[config.mk]
export PLATFORM = sky130hd
export DESIGN_NAME = scancode_set1_to_ascii_core
export DESIGN_NICKNAME = d
export VERILOG_FILES = /design/src/design/sc2a_pkg.sv /design/src/design/sc2a_front.sv /design/src/design/sc2a_queue.sv /design/src/design/sc2a_back.sv /design/src/design/scancode_set1_to_ascii_core.sv
export SDC_FILE = /design/constraint.sdc
export NUM_CORES = 1
export LEC_CHECK = 0
export ABC_AREA = 1
export BUFFER_PORTS_ARGS = -buffer_cell sky130_fd_sc_hd__buf_2
export CAP_MARGIN = 10
export CORE_ASPECT_RATIO = 2
export CORE_MARGIN = 2
export CORE_UTILIZATION = 66
export CTS_CLUSTER_SIZE = 24
export DETAILED_ROUTE_END_ITERATION = 8
export GPL_TIMING_DRIVEN = 0
export PLACE_DENSITY = 0.89
export SLEW_MARGIN = 20
export SYNTH_ARGS = -nofsm -noshare
export SYNTH_HDL_FRONTEND = slang
export SYNTH_SLANG_ARGS = --single-unit
export TNS_END_PERCENT = 100
[constraint.sdc]
create_clock -name clk -period 5.7 [get_ports clk]
set_input_delay 0.57 -clock clk [delete_from_list [all_inputs] [get_ports clk]]
set_output_delay 0.57 -clock clk [all_outputs]
set_load 0.01 [all_outputs]
[src/design/sc2a_pkg.sv]
// Package with shared types, key codes and translation tables for the scancode translator.
`timescale 1ns / 1ps

package sc2a_pkg;

	// Default depth of the queue between the front and back parts.
	localparam int QUEUE_DEPTH = 2;

	// Reset value of the page scroll register.
	localparam logic [4:0] PAGE_LINES_RESET = 5'd5;

	// Prefix and special bytes.
	localparam logic [7:0] BYTE_E0     = 8'hE0;
	localparam logic [7:0] BYTE_E1     = 8'hE1;
	localparam logic [7:0] BYTE_BREAK  = 8'h80;

	// Make codes of the keys that the front part handles itself.
	localparam logic [7:0] KEY_CTRL    = 8'h1D;
	localparam logic [7:0] KEY_LSHIFT  = 8'h2A;
	localparam logic [7:0] KEY_RSHIFT  = 8'h36;
	localparam logic [7:0] KEY_ALT     = 8'h38;
	localparam logic [7:0] KEY_CAPS    = 8'h3A;
	localparam logic [7:0] KEY_NUM     = 8'h45;
	localparam logic [7:0] KEY_SCR     = 8'h46;
	localparam logic [7:0] KEY_UP      = 8'h48;
	localparam logic [7:0] KEY_PGUP    = 8'h49;
	localparam logic [7:0] KEY_DOWN    = 8'h50;
	localparam logic [7:0] KEY_PGDN    = 8'h51;
	localparam logic [7:0] KEY_TAB     = 8'h0F;

	// Break codes of the modifier and lock keys.
	localparam logic [7:0] KEY_CTRL_BRK   = KEY_CTRL | BYTE_BREAK;
	localparam logic [7:0] KEY_LSHIFT_BRK = KEY_LSHIFT | BYTE_BREAK;
	localparam logic [7:0] KEY_RSHIFT_BRK = KEY_RSHIFT | BYTE_BREAK;
	localparam logic [7:0] KEY_ALT_BRK    = KEY_ALT | BYTE_BREAK;
	localparam logic [7:0] KEY_CAPS_BRK   = KEY_CAPS | BYTE_BREAK;
	localparam logic [7:0] KEY_NUM_BRK    = KEY_NUM | BYTE_BREAK;
	localparam logic [7:0] KEY_SCR_BRK    = KEY_SCR | BYTE_BREAK;

	// Bounds of the two table regions.
	localparam logic [7:0] KEYPAD_FIRST = 8'h45;
	localparam logic [7:0] TABLE_END    = 8'h58;

	// Character codes used by the back part.
	localparam logic [6:0] CHAR_PAUSE   = 7'h05;
	localparam logic [6:0] CHAR_LOWER_A = 7'h61;
	localparam logic [6:0] CHAR_LOWER_C = 7'h63;
	localparam logic [6:0] CHAR_LOWER_Z = 7'h7A;
	localparam logic [6:0] CTRL_OFFSET  = 7'h60;
	localparam logic [6:0] CASE_OFFSET  = 7'h20;

	localparam int TABLE_DEPTH = 88;

	// Unshifted character table.
	localparam logic [6:0] PLAIN_MAP [TABLE_DEPTH] = '{
		7'h00, 7'h1B, 7'h31, 7'h32, 7'h33, 7'h34, 7'h35, 7'h36,
		7'h37, 7'h38, 7'h39, 7'h30, 7'h2D, 7'h3D, 7'h08, 7'h09,
		7'h71, 7'h77, 7'h65, 7'h72, 7'h74, 7'h79, 7'h75, 7'h69,
		7'h6F, 7'h70, 7'h5B, 7'h5D, 7'h0A, 7'h00, 7'h61, 7'h73,
		7'h64, 7'h66, 7'h67, 7'h68, 7'h6A, 7'h6B, 7'h6C, 7'h3B,
		7'h27, 7'h60, 7'h00, 7'h5C, 7'h7A, 7'h78, 7'h63, 7'h76,
		7'h62, 7'h6E, 7'h6D, 7'h2C, 7'h2E, 7'h2F, 7'h00, 7'h2A,
		7'h00, 7'h20, 7'h00, 7'h00, 7'h00, 7'h00, 7'h00, 7'h00,
		7'h00, 7'h00, 7'h00, 7'h00, 7'h00, 7'h00, 7'h00, 7'h37,
		7'h38, 7'h39, 7'h2D, 7'h34, 7'h35, 7'h36, 7'h2B, 7'h31,
		7'h32, 7'h33, 7'h30, 7'h2E, 7'h00, 7'h00, 7'h00, 7'h00
	};

	// Shifted character table; the keypad region holds the navigation meaning.
	localparam logic [6:0] SHIFT_MAP [TABLE_DEPTH] = '{
		7'h00, 7'h1B, 7'h21, 7'h40, 7'h23, 7'h24, 7'h25, 7'h5E,
		7'h26, 7'h2A, 7'h28, 7'h29, 7'h5F, 7'h2B, 7'h08, 7'h09,
		7'h71, 7'h77, 7'h65, 7'h72, 7'h74, 7'h79, 7'h75, 7'h69,
		7'h6F, 7'h70, 7'h7B, 7'h7D, 7'h0A, 7'h00, 7'h61, 7'h73,
		7'h64, 7'h66, 7'h67, 7'h68, 7'h6A, 7'h6B, 7'h6C, 7'h3A,
		7'h22, 7'h7E, 7'h00, 7'h7C, 7'h7A, 7'h78, 7'h63, 7'h76,
		7'h62, 7'h6E, 7'h6D, 7'h3C, 7'h3E, 7'h3F, 7'h00, 7'h2A,
		7'h00, 7'h20, 7'h00, 7'h00, 7'h00, 7'h00, 7'h00, 7'h00,
		7'h00, 7'h00, 7'h00, 7'h00, 7'h00, 7'h00, 7'h00, 7'h00,
		7'h00, 7'h00, 7'h2D, 7'h00, 7'h00, 7'h00, 7'h2B, 7'h00,
		7'h00, 7'h00, 7'h00, 7'h7F, 7'h00, 7'h00, 7'h00, 7'h00
	};

	// Prefix machine states.
	typedef enum logic [1:0] {
		PX_NONE,
		PX_E0,
		PX_E1,
		PX_PAUSE
	} prefix_t;

	// Modifier and lock flags.
	typedef struct packed {
		logic scr_held;
		logic caps_held;
		logic num_held;
		logic scr_lock;
		logic caps_lock;
		logic num_lock;
		logic rshift;
		logic lshift;
		logic rctrl;
		logic lctrl;
		logic ralt;
		logic lalt;
	} mod_flags_t;

	// What the back part has to do with an item.
	typedef enum logic [1:0] {
		WK_NONE,
		WK_PAUSE,
		WK_XLATE,
		WK_SCROLL
	} work_kind_t;

	// Classified item passed from the front part to the back part.
	typedef struct packed {
		work_kind_t  kind;
		logic [7:0]  code;
		logic        ext;
		logic        shift;
		logic        ctrl;
		logic        caps;
		logic        num;
		logic        scroll_up;
		logic        scroll_page;
		logic        window;
	} work_t;

endpackage

[src/design/sc2a_front.sv]
// Front part: prefix machine, modifier flags, focus bit and item classification.
`timescale 1ns / 1ps

module sc2a_front (
	input  logic                clk,
	input  logic                arst_n,
	input  logic                take,
	input  logic [7:0]          scan_byte,
	output sc2a_pkg::work_t     work
);

	sc2a_pkg::prefix_t    prefix_q;
	sc2a_pkg::prefix_t    prefix_d;
	sc2a_pkg::mod_flags_t flags_q;
	sc2a_pkg::mod_flags_t flags_d;
	logic                 focus_q;
	logic                 focus_d;
	logic                 handle;
	logic                 ext;
	logic                 shift;

	assign shift = flags_q.lshift | flags_q.rshift;

	// Prefix decode, flag updates and classification of the current byte.
	always_comb begin
		prefix_d = prefix_q;
		flags_d  = flags_q;
		focus_d  = focus_q;
		handle   = 1'b0;
		ext      = 1'b0;

		work.kind        = sc2a_pkg::WK_NONE;
		work.code        = scan_byte;
		work.ext         = 1'b0;
		work.shift       = shift;
		work.ctrl        = flags_q.lctrl | flags_q.rctrl;
		work.caps        = flags_q.caps_lock;
		work.num         = flags_q.num_lock;
		work.scroll_up   = (scan_byte == sc2a_pkg::KEY_PGUP) ||
		                   (scan_byte == sc2a_pkg::KEY_UP);
		work.scroll_page = (scan_byte == sc2a_pkg::KEY_PGUP) ||
		                   (scan_byte == sc2a_pkg::KEY_PGDN);
		work.window      = focus_q;

		unique case (prefix_q)
			sc2a_pkg::PX_NONE: begin
				if (scan_byte == sc2a_pkg::BYTE_E0) begin
					prefix_d = sc2a_pkg::PX_E0;
				end else if (scan_byte == sc2a_pkg::BYTE_E1) begin
					prefix_d = sc2a_pkg::PX_E1;
				end else begin
					handle = 1'b1;
				end
			end
			sc2a_pkg::PX_E0: begin
				prefix_d = sc2a_pkg::PX_NONE;
				handle   = 1'b1;
				ext      = 1'b1;
			end
			sc2a_pkg::PX_E1: begin
				if ((scan_byte == sc2a_pkg::KEY_CTRL) ||
				    (scan_byte == sc2a_pkg::KEY_CTRL_BRK)) begin
					prefix_d = sc2a_pkg::PX_PAUSE;
				end else begin
					prefix_d = sc2a_pkg::PX_NONE;
				end
			end
			sc2a_pkg::PX_PAUSE: begin
				prefix_d = sc2a_pkg::PX_NONE;
				if (scan_byte == sc2a_pkg::KEY_NUM) begin
					work.kind = sc2a_pkg::WK_PAUSE;
				end
			end
			default: begin
				prefix_d = sc2a_pkg::PX_NONE;
			end
		endcase

		work.ext = ext;

		// Key handling for bytes that are not part of a prefix.
		if (handle) begin
			unique case (scan_byte)
				sc2a_pkg::KEY_ALT: begin
					if (ext) flags_d.ralt = 1'b1; else flags_d.lalt = 1'b1;
				end
				sc2a_pkg::KEY_CTRL: begin
					if (ext) flags_d.rctrl = 1'b1; else flags_d.lctrl = 1'b1;
				end
				sc2a_pkg::KEY_LSHIFT: flags_d.lshift = 1'b1;
				sc2a_pkg::KEY_RSHIFT: flags_d.rshift = 1'b1;
				sc2a_pkg::KEY_ALT_BRK: begin
					if (ext) flags_d.ralt = 1'b0; else flags_d.lalt = 1'b0;
				end
				sc2a_pkg::KEY_CTRL_BRK: begin
					if (ext) flags_d.rctrl = 1'b0; else flags_d.lctrl = 1'b0;
				end
				sc2a_pkg::KEY_LSHIFT_BRK: flags_d.lshift = 1'b0;
				sc2a_pkg::KEY_RSHIFT_BRK: flags_d.rshift = 1'b0;
				sc2a_pkg::KEY_NUM: begin
					if (!flags_q.num_held) begin
						flags_d.num_lock = ~flags_q.num_lock;
						flags_d.num_held = 1'b1;
					end
				end
				sc2a_pkg::KEY_CAPS: begin
					if (!flags_q.caps_held) begin
						flags_d.caps_lock = ~flags_q.caps_lock;
						flags_d.caps_held = 1'b1;
					end
				end
				sc2a_pkg::KEY_SCR: begin
					if (!flags_q.scr_held) begin
						flags_d.scr_lock = ~flags_q.scr_lock;
						flags_d.scr_held = 1'b1;
					end
				end
				sc2a_pkg::KEY_NUM_BRK:  flags_d.num_held  = 1'b0;
				sc2a_pkg::KEY_CAPS_BRK: flags_d.caps_held = 1'b0;
				sc2a_pkg::KEY_SCR_BRK:  flags_d.scr_held  = 1'b0;
				sc2a_pkg::KEY_TAB:      focus_d = ~focus_q;
				sc2a_pkg::KEY_PGUP,
				sc2a_pkg::KEY_PGDN,
				sc2a_pkg::KEY_UP,
				sc2a_pkg::KEY_DOWN: begin
					if (ext) work.kind = sc2a_pkg::WK_SCROLL;
				end
				default: work.kind = sc2a_pkg::WK_XLATE;
			endcase
		end
	end

	// State registers advance only when an item is taken.
	always_ff @(posedge clk or negedge arst_n) begin
		if (!arst_n) begin
			prefix_q <= sc2a_pkg::PX_NONE;
			flags_q  <= '0;
			focus_q  <= 1'b0;
		end else if (take) begin
			prefix_q <= prefix_d;
			flags_q  <= flags_d;
			focus_q  <= focus_d;
		end
	end

endmodule

[src/design/sc2a_queue.sv]
// Short queue of classified items between the front and back parts.
`timescale 1ns / 1ps

module sc2a_queue #(
	parameter int DEPTH = sc2a_pkg::QUEUE_DEPTH
) (
	input  logic             clk,
	input  logic             arst_n,
	input  logic             push,
	input  sc2a_pkg::work_t  push_data,
	input  logic             pop,
	output logic             full,
	output logic             not_empty,
	output sc2a_pkg::work_t  head
);

	localparam int PTR_W = (DEPTH > 1) ? $clog2(DEPTH) : 1;
	localparam int CNT_W = $clog2(DEPTH + 1);

	sc2a_pkg::work_t  slots_q [DEPTH];
	logic [PTR_W-1:0] wr_ptr_q;
	logic [PTR_W-1:0] rd_ptr_q;
	logic [CNT_W-1:0] count_q;

	assign full      = (count_q == CNT_W'(DEPTH));
	assign not_empty = (count_q != '0);
	assign head      = slots_q[rd_ptr_q];

	// Slot storage.
	always_ff @(posedge clk) begin
		if (push) begin
			slots_q[wr_ptr_q] <= push_data;
		end
	end

	// Pointers wrap at the depth; the count tracks occupancy.
	always_ff @(posedge clk or negedge arst_n) begin
		if (!arst_n) begin
			wr_ptr_q <= '0;
			rd_ptr_q <= '0;
			count_q  <= '0;
		end else begin
			if (push) begin
				wr_ptr_q <= (wr_ptr_q == PTR_W'(DEPTH - 1)) ? '0 : wr_ptr_q + 1'b1;
			end
			if (pop) begin
				rd_ptr_q <= (rd_ptr_q == PTR_W'(DEPTH - 1)) ? '0 : rd_ptr_q + 1'b1;
			end
			if (push && !pop) begin
				count_q <= count_q + 1'b1;
			end else if (pop && !push) begin
				count_q <= count_q - 1'b1;
			end
		end
	end

endmodule

[src/design/sc2a_back.sv]
// Back part: character translation, scroll commands and the output register.
`timescale 1ns / 1ps

module sc2a_back (
	input  logic             clk,
	input  logic             arst_n,
	input  logic             cfg_wr_en,
	input  logic [4:0]       cfg_wr_data,
	input  logic             work_valid,
	input  sc2a_pkg::work_t  work,
	output logic             work_pop,
	output logic             out_valid,
	input  logic             out_stall,
	output logic             char_valid,
	output logic [6:0]       char_code,
	output logic             interrupt_request,
	output logic             scroll_valid,
	output logic             scroll_up,
	output logic [4:0]       scroll_lines,
	output logic             scroll_window
);

	logic [4:0] page_lines_q;
	logic       out_valid_q;
	logic [6:0] ch;
	logic [6:0] ch_table;
	logic       intr;
	logic [6:0] idx;

	logic       char_valid_q;
	logic [6:0] char_code_q;
	logic       intr_q;
	logic       scroll_valid_q;
	logic       scroll_up_q;
	logic [4:0] scroll_lines_q;
	logic       scroll_window_q;

	assign idx      = work.code[6:0];
	assign work_pop = work_valid && (!out_valid_q || !out_stall);

	// Table lookup with caps, num lock and ctrl letter codes applied.
	always_comb begin
		ch       = '0;
		ch_table = '0;
		intr     = 1'b0;
		unique case (work.kind)
			sc2a_pkg::WK_PAUSE: ch = sc2a_pkg::CHAR_PAUSE;
			sc2a_pkg::WK_XLATE: begin
				if (work.code < sc2a_pkg::KEYPAD_FIRST) begin
					ch_table = work.shift ? sc2a_pkg::SHIFT_MAP[idx] : sc2a_pkg::PLAIN_MAP[idx];
					ch = ch_table;
					if ((ch_table >= sc2a_pkg::CHAR_LOWER_A) &&
					    (ch_table <= sc2a_pkg::CHAR_LOWER_Z)) begin
						if (work.ctrl) begin
							if (ch_table == sc2a_pkg::CHAR_LOWER_C) begin
								intr = 1'b1;
								ch   = '0;
							end else begin
								ch = ch_table - sc2a_pkg::CTRL_OFFSET;
							end
						end else if (work.caps != work.shift) begin
							ch = ch_table - sc2a_pkg::CASE_OFFSET;
						end
					end
				end else if (work.code < sc2a_pkg::TABLE_END) begin
					if (!work.ext && (work.num != work.shift)) begin
						ch = sc2a_pkg::PLAIN_MAP[idx];
					end else begin
						ch = sc2a_pkg::SHIFT_MAP[idx];
					end
				end
			end
			default: ch = '0;
		endcase
	end

	// Page scroll register; the user writes it only while the block is idle, which the block does not enforce.
	always_ff @(posedge clk or negedge arst_n) begin
		if (!arst_n) begin
			page_lines_q <= sc2a_pkg::PAGE_LINES_RESET;
		end else if (cfg_wr_en) begin
			page_lines_q <= cfg_wr_data;
		end
	end

	// Output valid: set on a pop, cleared once the item is taken.
	always_ff @(posedge clk or negedge arst_n) begin
		if (!arst_n) begin
			out_valid_q <= 1'b0;
		end else if (work_pop) begin
			out_valid_q <= 1'b1;
		end else if (!out_stall) begin
			out_valid_q <= 1'b0;
		end
	end

	// Output payload, loaded when a new item enters the register.
	always_ff @(posedge clk) begin
		if (work_pop) begin
			char_valid_q    <= (ch != '0);
			char_code_q     <= ch;
			intr_q          <= intr;
			scroll_valid_q  <= (work.kind == sc2a_pkg::WK_SCROLL);
			scroll_up_q     <= (work.kind == sc2a_pkg::WK_SCROLL) && work.scroll_up;
			if (work.kind == sc2a_pkg::WK_SCROLL) begin
				scroll_lines_q <= work.scroll_page ? page_lines_q : 5'd1;
			end else begin
				scroll_lines_q <= '0;
			end
			scroll_window_q <= (work.kind == sc2a_pkg::WK_SCROLL) && work.window;
		end
	end

	assign out_valid         = out_valid_q;
	assign char_valid        = char_valid_q;
	assign char_code         = char_code_q;
	assign interrupt_request = intr_q;
	assign scroll_valid      = scroll_valid_q;
	assign scroll_up         = scroll_up_q;
	assign scroll_lines      = scroll_lines_q;
	assign scroll_window     = scroll_window_q;

endmodule

[src/design/scancode_set1_to_ascii_core.sv]
// Top level of the set-1 scancode to ASCII translator.
`timescale 1ns / 1ps
//
// Input channel: one raw set-1 scancode byte per item on scan_byte, taken when
// in_valid is high and in_stall is low. Output channel: exactly one result
// item per input byte, offered with out_valid and taken when out_stall is low.
// A result carries an optional character (char_valid, char_code), a ctrl+c
// interrupt flag, or a scroll command (scroll_valid, scroll_up, scroll_lines,
// scroll_window). Prefix bytes and dropped bytes give an all-zero result.
// A taken byte goes through the queue into the output register, which raises
// out_valid. The front part updates the prefix, modifier and focus state in
// the cycle it takes a byte, so one byte can be taken every cycle while the
// queue is not full; the back part translates one item per cycle unless the
// output stalls. A queue of QUEUE_DEPTH items lies between them; the output is
// registered. When the receiver stalls, the output item holds, the queue fills
// and then in_stall rises until the output moves again. Reset clears control
// state, empties the queue and loads the page scroll register with five lines;
// cfg_wr_en writes it; the user uses it only while idle, unenforced by the block.

module scancode_set1_to_ascii_core #(
	parameter int QUEUE_DEPTH = sc2a_pkg::QUEUE_DEPTH
) (
	input  logic       clk,
	input  logic       arst_n,
	input  logic       cfg_wr_en,
	input  logic [4:0] cfg_wr_data,
	input  logic       in_valid,
	output logic       in_stall,
	input  logic [7:0] scan_byte,
	output logic       out_valid,
	input  logic       out_stall,
	output logic       char_valid,
	output logic [6:0] char_code,
	output logic       interrupt_request,
	output logic       scroll_valid,
	output logic       scroll_up,
	output logic [4:0] scroll_lines,
	output logic       scroll_window
);

	sc2a_pkg::work_t front_work;
	sc2a_pkg::work_t head_work;
	logic            take;
	logic            q_full;
	logic            q_not_empty;
	logic            q_pop;

	assign in_stall = q_full;
	assign take     = in_valid && !q_full;

	// Front part: classify each byte and update key state.
	sc2a_front u_front (
		.clk       (clk),
		.arst_n    (arst_n),
		.take      (take),
		.scan_byte (scan_byte),
		.work      (front_work)
	);

	// Queue between the two parts.
	sc2a_queue #(
		.DEPTH (QUEUE_DEPTH)
	) u_queue (
		.clk       (clk),
		.arst_n    (arst_n),
		.push      (take),
		.push_data (front_work),
		.pop       (q_pop),
		.full      (q_full),
		.not_empty (q_not_empty),
		.head      (head_work)
	);

	// Back part: form the result and hold it for the receiver.
	sc2a_back u_back (
		.clk               (clk),
		.arst_n            (arst_n),
		.cfg_wr_en         (cfg_wr_en),
		.cfg_wr_data       (cfg_wr_data),
		.work_valid        (q_not_empty),
		.work              (head_work),
		.work_pop          (q_pop),
		.out_valid         (out_valid),
		.out_stall         (out_stall),
		.char_valid        (char_valid),
		.char_code         (char_code),
		.interrupt_request (interrupt_request),
		.scroll_valid      (scroll_valid),
		.scroll_up         (scroll_up),
		.scroll_lines      (scroll_lines),
		.scroll_window     (scroll_window)
	);

endmodule

**Yosys cells after proc, flatten, opt, wreduce, memory -nomap -nowiden**

Memories as Yosys holds them, arrays and structs flattened.
Index checks and enable logic that the tools add are counted.

- Register bits: 38
- Bits in latches: 0
- RAM bits: 36
- Memory bits (read-only): 1792
- Output and inout bits: 19
- Memories: 3

- $add $sub $neg: 6
- Multipliers: 0
- Divide/modulo/power cells: 0
- Magnitude comparators: 5
- Eq/ne operators: 37
- Shift-type cells: 0
- Muxes and demuxes: 45
- Bitwise logic cells: 8
- Reductions and logical operators: 42

Memory list:

| name | depth | width | read ports | clocked after memory_dff | write ports | line | text |
|---|---|---|---|---|---|---|---|
| (no name shown) | 128 | 7 | 1 | 0 | 0 | sc2a_back.sv:50 | `ch_table = work.shift ? sc2a_pkg::SHIFT_MAP[idx] : sc2a_pkg::PLAIN_MAP[idx];` |
| (no name shown) | 128 | 7 | 1 | 0 | 0 | sc2a_back.sv:69 | `ch = sc2a_pkg::SHIFT_MAP[idx];` |
| u_queue.slots_q | 2 | 18 | 1 | 0 | 1 | sc2a_queue.sv:20 | `sc2a_pkg::work_t slots_q [DEPTH];` |

Operators by type and width:

| kind | number |
|---|---|
| 7-bit 2-to-1 mux | 12 |
| 8-bit equality test (second input constant) | 9 |
| 8-bit by 7-bit equality test with 1-bit output (second input constant) | 6 |
| 8-bit by 6-bit equality test with 1-bit output (second input constant) | 4 |
| 1-bit 2-to-1 mux | 17 |
| 8-bit by 7-bit less-than comparator with 1-bit output (second input constant) | 2 |
| 3-bit AND reduction | 5 |
| 15-bit OR reduction | 1 |
| 2-bit 2-to-1 mux | 7 |
| 7-bit case mux with 2 select lines | 1 |
| 2-bit nonzero test | 7 |
| 4-bit AND reduction | 3 |
| 2-bit equality test (second input constant) | 5 |
| 1-bit case mux with 2 select lines | 5 |
| 5-bit AND reduction | 2 |
| 8-bit by 4-bit equality test with 1-bit output (second input constant) | 1 |
| 8-bit by 5-bit equality test with 1-bit output (second input constant) | 1 |
| 8-bit greater-or-equal comparator (second input constant) | 1 |
| 1-bit logical AND | 8 |
| 7-bit NOT with 8-bit output | 1 |
| 2-bit case mux with 2 select lines | 2 |
| 7-bit equality test (second input constant) | 1 |
| 7-bit greater-or-equal comparator (second input constant) | 1 |
| 7-bit <= comparator (second input constant) | 1 |
| 20 further kinds | 40 |

**Logic depth before layout (Yosys ltp)**

An unclocked memory read counts as a cell.

- Depth after elaboration: 13
- Mapped depth: 28
- Gate-level depth less buffers: 26

**Modules after synthesis**

A second synthesis with hierarchy kept.

- Cell total of the unflattened synthesis: 736
- Area, all modules: 5500.3 µm²

Modules (own cells, without submodules):

| module | times used | cells each | area each (µm²) |
|---|---|---|---|
| sc2a_back | 1 | 471 | 2861.5 |
| sc2a_queue | 1 | 81 | 1555.2 |
| sc2a_front | 1 | 182 | 1073.5 |
| scancode_set1_to_ascii_core | 1 | 2 | 10.0 |

**Worst setup path after synthesis**

OpenSTA, ideal clock, no wires.

- Path type: reg-to-reg
- Start point: reg u_queue.rd_ptr_q
- End point: reg u_back.char_valid_q, in the netlist u_back.char_valid (data pin)
- Arrival: 2684 ps
- Path slack: 2756 ps
- Stages on the path, launching flop included: 27
- Path buffers: 2
- Period minus slack after synthesis: 2944 ps
- Cell sequence: dfrtp_1 > buf_6 > buf_6 > nand2_1 > nand2_1 > ha_1 > inv_1 > nand3_1 > nand2_1 > nand2_1 > nand2_1 > nand2_1 > nand2_1 > nand2_1 > nand2_1 > nand3_1 > nand2_1 > ha_1 > nand3_1 > nor2_1 > nand2_2 > nand3_2 > nor2_1 > o21ai_1 > nand2_1 > nand2_1 > nand3_1

- Longest elaborated chain between the ends: 13
- Elaborated cells between the ends (all ways): 32
- Those cells by class: 2 x add/sub; 4 x order compare; 5 x eq/ne; 13 x mux; 1 x bitwise; 4 x reduce/logical; 3 x memory

Ends and longest elaborated chain:

| element | line | text |
|---|---|---|
| from (decl) | sc2a_queue.sv:22 | `logic [PTR_W-1:0] rd_ptr_q;` |
| from (signal assigned) | sc2a_queue.sv:47 | `rd_ptr_q <= (rd_ptr_q == PTR_W'(DEPTH - 1)) ? '0 : rd_ptr_q + 1'b1;` |
| memory 2 x 18 bit (*) | - |  |
| 7-bit NOT with 8-bit output (implied by the code) | sc2a_back.sv:50, sc2a_back.sv:67, sc2a_back.sv:69 |  |
| memory 128 x 7 bit, on equally long branches | - |  |
| 7-bit 2-to-1 mux, on equally long branches | sc2a_back.sv:67, sc2a_back.sv:69 |  |
| 7-bit 2-to-1 mux (implied by the code) | sc2a_back.sv:50 |  |
| 7-bit 2-to-1 mux | sc2a_back.sv:50 |  |
| 7-bit by 6-bit subtractor with 7-bit output, or another cell as far along | sc2a_back.sv:62 | `ch = ch_table - sc2a_pkg::CASE_OFFSET;` |
| 7-bit 2-to-1 mux, on equally long branches | sc2a_back.sv:61, sc2a_back.sv:55 |  |
| 7-bit 2-to-1 mux | sc2a_back.sv:54 | `if (work.ctrl) begin` |
| 7-bit 2-to-1 mux | sc2a_back.sv:52 | `if ((ch_table >= sc2a_pkg::CHAR_LOWER_A) &&` |
| 7-bit 2-to-1 mux | sc2a_back.sv:49 | `if (work.code < sc2a_pkg::KEYPAD_FIRST) begin` |
| 7-bit case mux with 2 select lines (*) | sc2a_back.sv:46 | `unique case (work.kind)` |
| 7-bit nonzero test (*) | sc2a_back.sv:100 | `char_valid_q <= (ch != '0);` |
| to (signal assigned) | sc2a_back.sv:100 |  |
| to (decl) | sc2a_back.sv:30 | `logic char_valid_q;` |

Every way passes the cells marked *; elsewhere a longest branch is shown, timed or not. The select of a mux whose other input is x is not followed.
A chain may end at the register's enable or synchronous reset.

**Worst setup path after layout**

Same ends and word-level chain as after synthesis.

==> impl_metrics.toml <==
[run_status]
status = "complete, no violations"

[die]
core_um2 = 7830
io_pins = 37
initial_core_util_pct = 67.1
die_height_um = 130
chipWidth_um = 67.1
die-area_um2 = 8730
rows = 46

[critical_path]
critPathMaxStageDelay_ps = 400
cp_common_cell = "nand2_1"
cp_top_family = "simple AND/OR/NAND/NOR gates"
arrival_ps = 3910
cp_max_fo = 10
startpoint_type = "flip-flop"
crit_type = "reg2reg"
critical_path.slowest_cell = "dfrtp_1"
cp_data_required_time_ps = 5770
crit_buf_inv = 3
crit_chain = "buf_6 -> buf_6 -> nand2_1 -> nand2_2 -> ha_1 -> inv_1 -> nand3_1 -> nand3_1 -> nand2_1 -> nand2_1 -> nand2_1 -> nand2_1 -> nand2_1 -> nand3_1 -> nand2_2 -> nand3_1 -> nor2_2 -> nand4_2 -> nand2_1 -> nand2_1 -> nand2_1 -> nand2_1 -> nor2_1 -> nand3_1"
worst_setup_path_end_kind = "flip-flop"

[power_and_ir_drop]
p_sw_share_pct = 52.0
max-vdd-ir-drop_v = 0.000313
power.density_nw_per_um2 = 645
p_switching_w = 0.00197
p_clk_share_pct = 14.2
p_leak_nw = 2.83
p_seq_share_pct = 22.1
power_frac_comb_pct = 63.7
p_int_w = 0.00182

[sta]
final.setup.tns_ps = 0
rsz0062_at_grt = "false"
drv_slew = 0
setup_viol = 0
slew_headroom_pct = 46.8
finClkSkew_ps = 7.40
fmax_mhz = 261
worst_pin_slew_ps = 790
hold_ws_ps = 195
fin_crit_sh_pct = 67.3
period_needed_ps = 3840
final-hold-violation-count = 0

[cells_and_area]
drive_gt1_share_pct = 17.4
nets = 775
area_growth_pct = 11.6
diodes = 0

[global_route]
grt_pass1_wl_um = 24100
track_usage_pct = 37.0
antenna_found_initial = 0
overflow = 0
grt_pass1_vias = 4914
grt_max_degree = 22

[placement]
gp_congestion = 1.04
io_buffers = 35
place_hpwl_um = 11000

[detailed_routing]
ant_nets = 0
drtIter0Drc = 783
num_vias = 5160
avgRoutedWirePerCell_um = 18.3
drt_pass1_iterations = 6
routed_wl_um = 15400
viasPerCell = 6.14
drc = 0

[yosys]
netlist_area_um2 = 5250
synth_ff_type = "edfxtp_1"
seq_area_frac_synth_pct = 40.4
synth_edf_count = 53
avgSynthCellArea_um2 = 7.59
synthCells = 692
ys_async_sr_fraction_pct = 28.4
synth_seq_cells = 74
syn_nets = 727
synthDistinctLibCells = 46
yosysWarnings = 0

[clock_network]
post_cts_buffers = 0
numCtsBuffers = 9
clk_pin_slew_worst_paths_ps = 60
ctsResizeCount = 0
clock_latency_ps = 330
cts_hold_buf = 0
tritoncts = "yes"
root_buffer = "clkbuf_16"
cts_sinks = 74
cts_buffer_depth = 2
htree_levels = 3

[flow_run]
drv_cap = 0

[worst_hold_path]
hold_path.class = "in2async"
sequential cells by signal, indices dropped and copies added, names as in the netlist:
register                  count
u_back.out_valid              1
u_front.prefix_q              2
u_front.work                  2
u_front.focus_q               1
u_queue.count_q               2
u_back.page_lines_q           5
u_back.char_code              7
u_back.scroll_up              1
u_back.scroll_lines           5
u_front.flags_q               6
u_back.interrupt_request      1
u_queue.wr_ptr_q              1
u_back.scroll_valid           1
u_queue.rd_ptr_q              1
u_back.scroll_window          1
u_back.char_valid             1
u_queue.slots_q              36
logic make-up (layout without fill, tap and decap cells):
group,after synthesis,in the layout,share of synthesized area [%]
xor+xnor,8,8,1.33
mux,5,5,0.953
compound gates,85,85,10.1
fa+ha+maj,17,17,4.05
simple gates,395,395,33.9
buf+inv,108,161,9.29
flops,74,74,40.4
cell usage after synthesis (5+ instances only):
cell / number / area [um^2]
ha_1: 17 / 213
dfrtp_1: 19 / 475
nor2_2: 6 / 37.5
nand2_4: 5 / 56.3
edfxtp_1: 53 / 1590
o21ai_1: 10 / 50.1
inv_1: 82 / 308
nand4_1: 7 / 43.8
inv_2: 7 / 26.3
a21oi_1: 22 / 110
nor2_1: 61 / 229
xor2_1: 6 / 52.6
nor3_1: 8 / 40.0
buf_4: 5 / 37.5
nand2_2: 20 / 125
nand3_1: 74 / 370
mux2i_1: 5 / 50.1
buf_6: 7 / 78.8
o21ai_0: 29 / 145
nand2_1: 200 / 751
power by group through the flow:
| stage | registers (W) | logic [W] | clock network (W) |
|---|---|---|---|
| finish | 0.000836 | 0.00241 | 0.000537 |
| global route | 0.000849 | 0.00264 | 0.000557 |
| CTS | 0.000832 | 0.00234 | 0.000535 |
| detailed placement | 0.000838 | 0.00230 | 0 |
| global placement | 0.000826 | 0.00224 | 0 |
| floorplan | 0.000859 | 0.00166 | 0 |
worst register-to-register path, cell delays in order (launching register included):
cell and delay (ps):
dfrtp_1 400, buf_6 170, buf_6 160, nand2_1 80
nand2_2 180, ha_1 390, inv_1 70, nand3_1 250
nand3_1 120, nand2_1 70, nand2_1 50, nand2_1 70
nand2_1 50, nand2_1 160, nand3_1 110, nand2_2 140
nand3_1 120, nor2_2 200, nand4_2 160, nand2_1 100
nand2_1 60, nand2_1 130, nand2_1 80, nor2_1 160
nand3_1 100
per-layer routing:
metal | global-route usage (%) | up-vias | part of all wire [%]
li1 | - | 2363 | -
met1 | 45.7 | 2337 | 37
met2 | 60.9 | 379 | 50
met3 | 6.55 | 81 | 8.7
met4 | 19.3 | 0 | 4.8
met5 | 0 | - | 0
worst paths after layout:
path | start | end | slack (ps) | depth (start not counted)
max | u_queue.rd_ptr_q$_DFFE_PN0P_ | u_back.char_valid$_DFFE_PP_ | 1860 | 24
min in group clk | scan_byte[6] | u_queue.slots_q[1][14]$_DFFE_PP_ | 440 | 1
max reg2reg | u_queue.rd_ptr_q$_DFFE_PN0P_ | u_back.char_valid$_DFFE_PP_ | 1860 | 24
min reg2reg | u_back.out_valid$_DFFE_PN0P_ | u_back.out_valid$_DFFE_PN0P_ | 520 | 2
min | arst_n | u_back.page_lines_q[4]$_DFFE_PN0P_ | 200 | 1
max in group asynchronous | arst_n | u_back.page_lines_q[0]$_DFFE_PN1P_ | 5140 | 1
cell usage in the layout, fill, tap and decap left out, types with 5 or more instances in the layout:
cell       count
nand2_1      200
mux2i_1        5
buf_6          8
nor2_1        59
ha_1          17
o21ai_0       29
xor2_1         6
inv_1         82
clkbuf_16      9
inv_2          7
nand2_2       20
nor2_2         8
nor3_1         8
buf_2         38
buf_4          5
nand3_1       74
o21ai_1       10
a21oi_1       22
dfrtp_1       19
nand4_1        7
nand2_4        5
edfxtp_1      53
per-stage QoR:
| stage | util [%] | power [W] | instance area (um^2) | worst slack, ps | std cells |
|---|---|---|---|---|---|
| floorplan | - | 0.00252 | 5250 | 2760 | 692 |
| detailed placement | 71.3 | 0.00314 | 5580 | 2080 | 825 |
| global route | 74.9 | 0.00405 | 5860 | 1570 | 841 |
| global placement | 70.9 | 0.00307 | 5550 | 2220 | 823 |
| CTS | 74.9 | 0.00371 | 5860 | 1930 | 841 |
| finish | 74.9 | 0.00378 | 5860 | 1860 | 841 |
area by class of cell:
cell class | instances | area (um^2)
buffer | 18 | 143
clock buffer | 9 | 225
inverter | 90 | 345
fill | 558 | 1960
tap | 96 | 120
clock inverter | 7 | 60.1
sequential | 74 | 2120
multi-input combinational | 510 | 2650
timing repair buffer | 37 | 201
No activity file was read; power rests on OpenSTA's default activity.
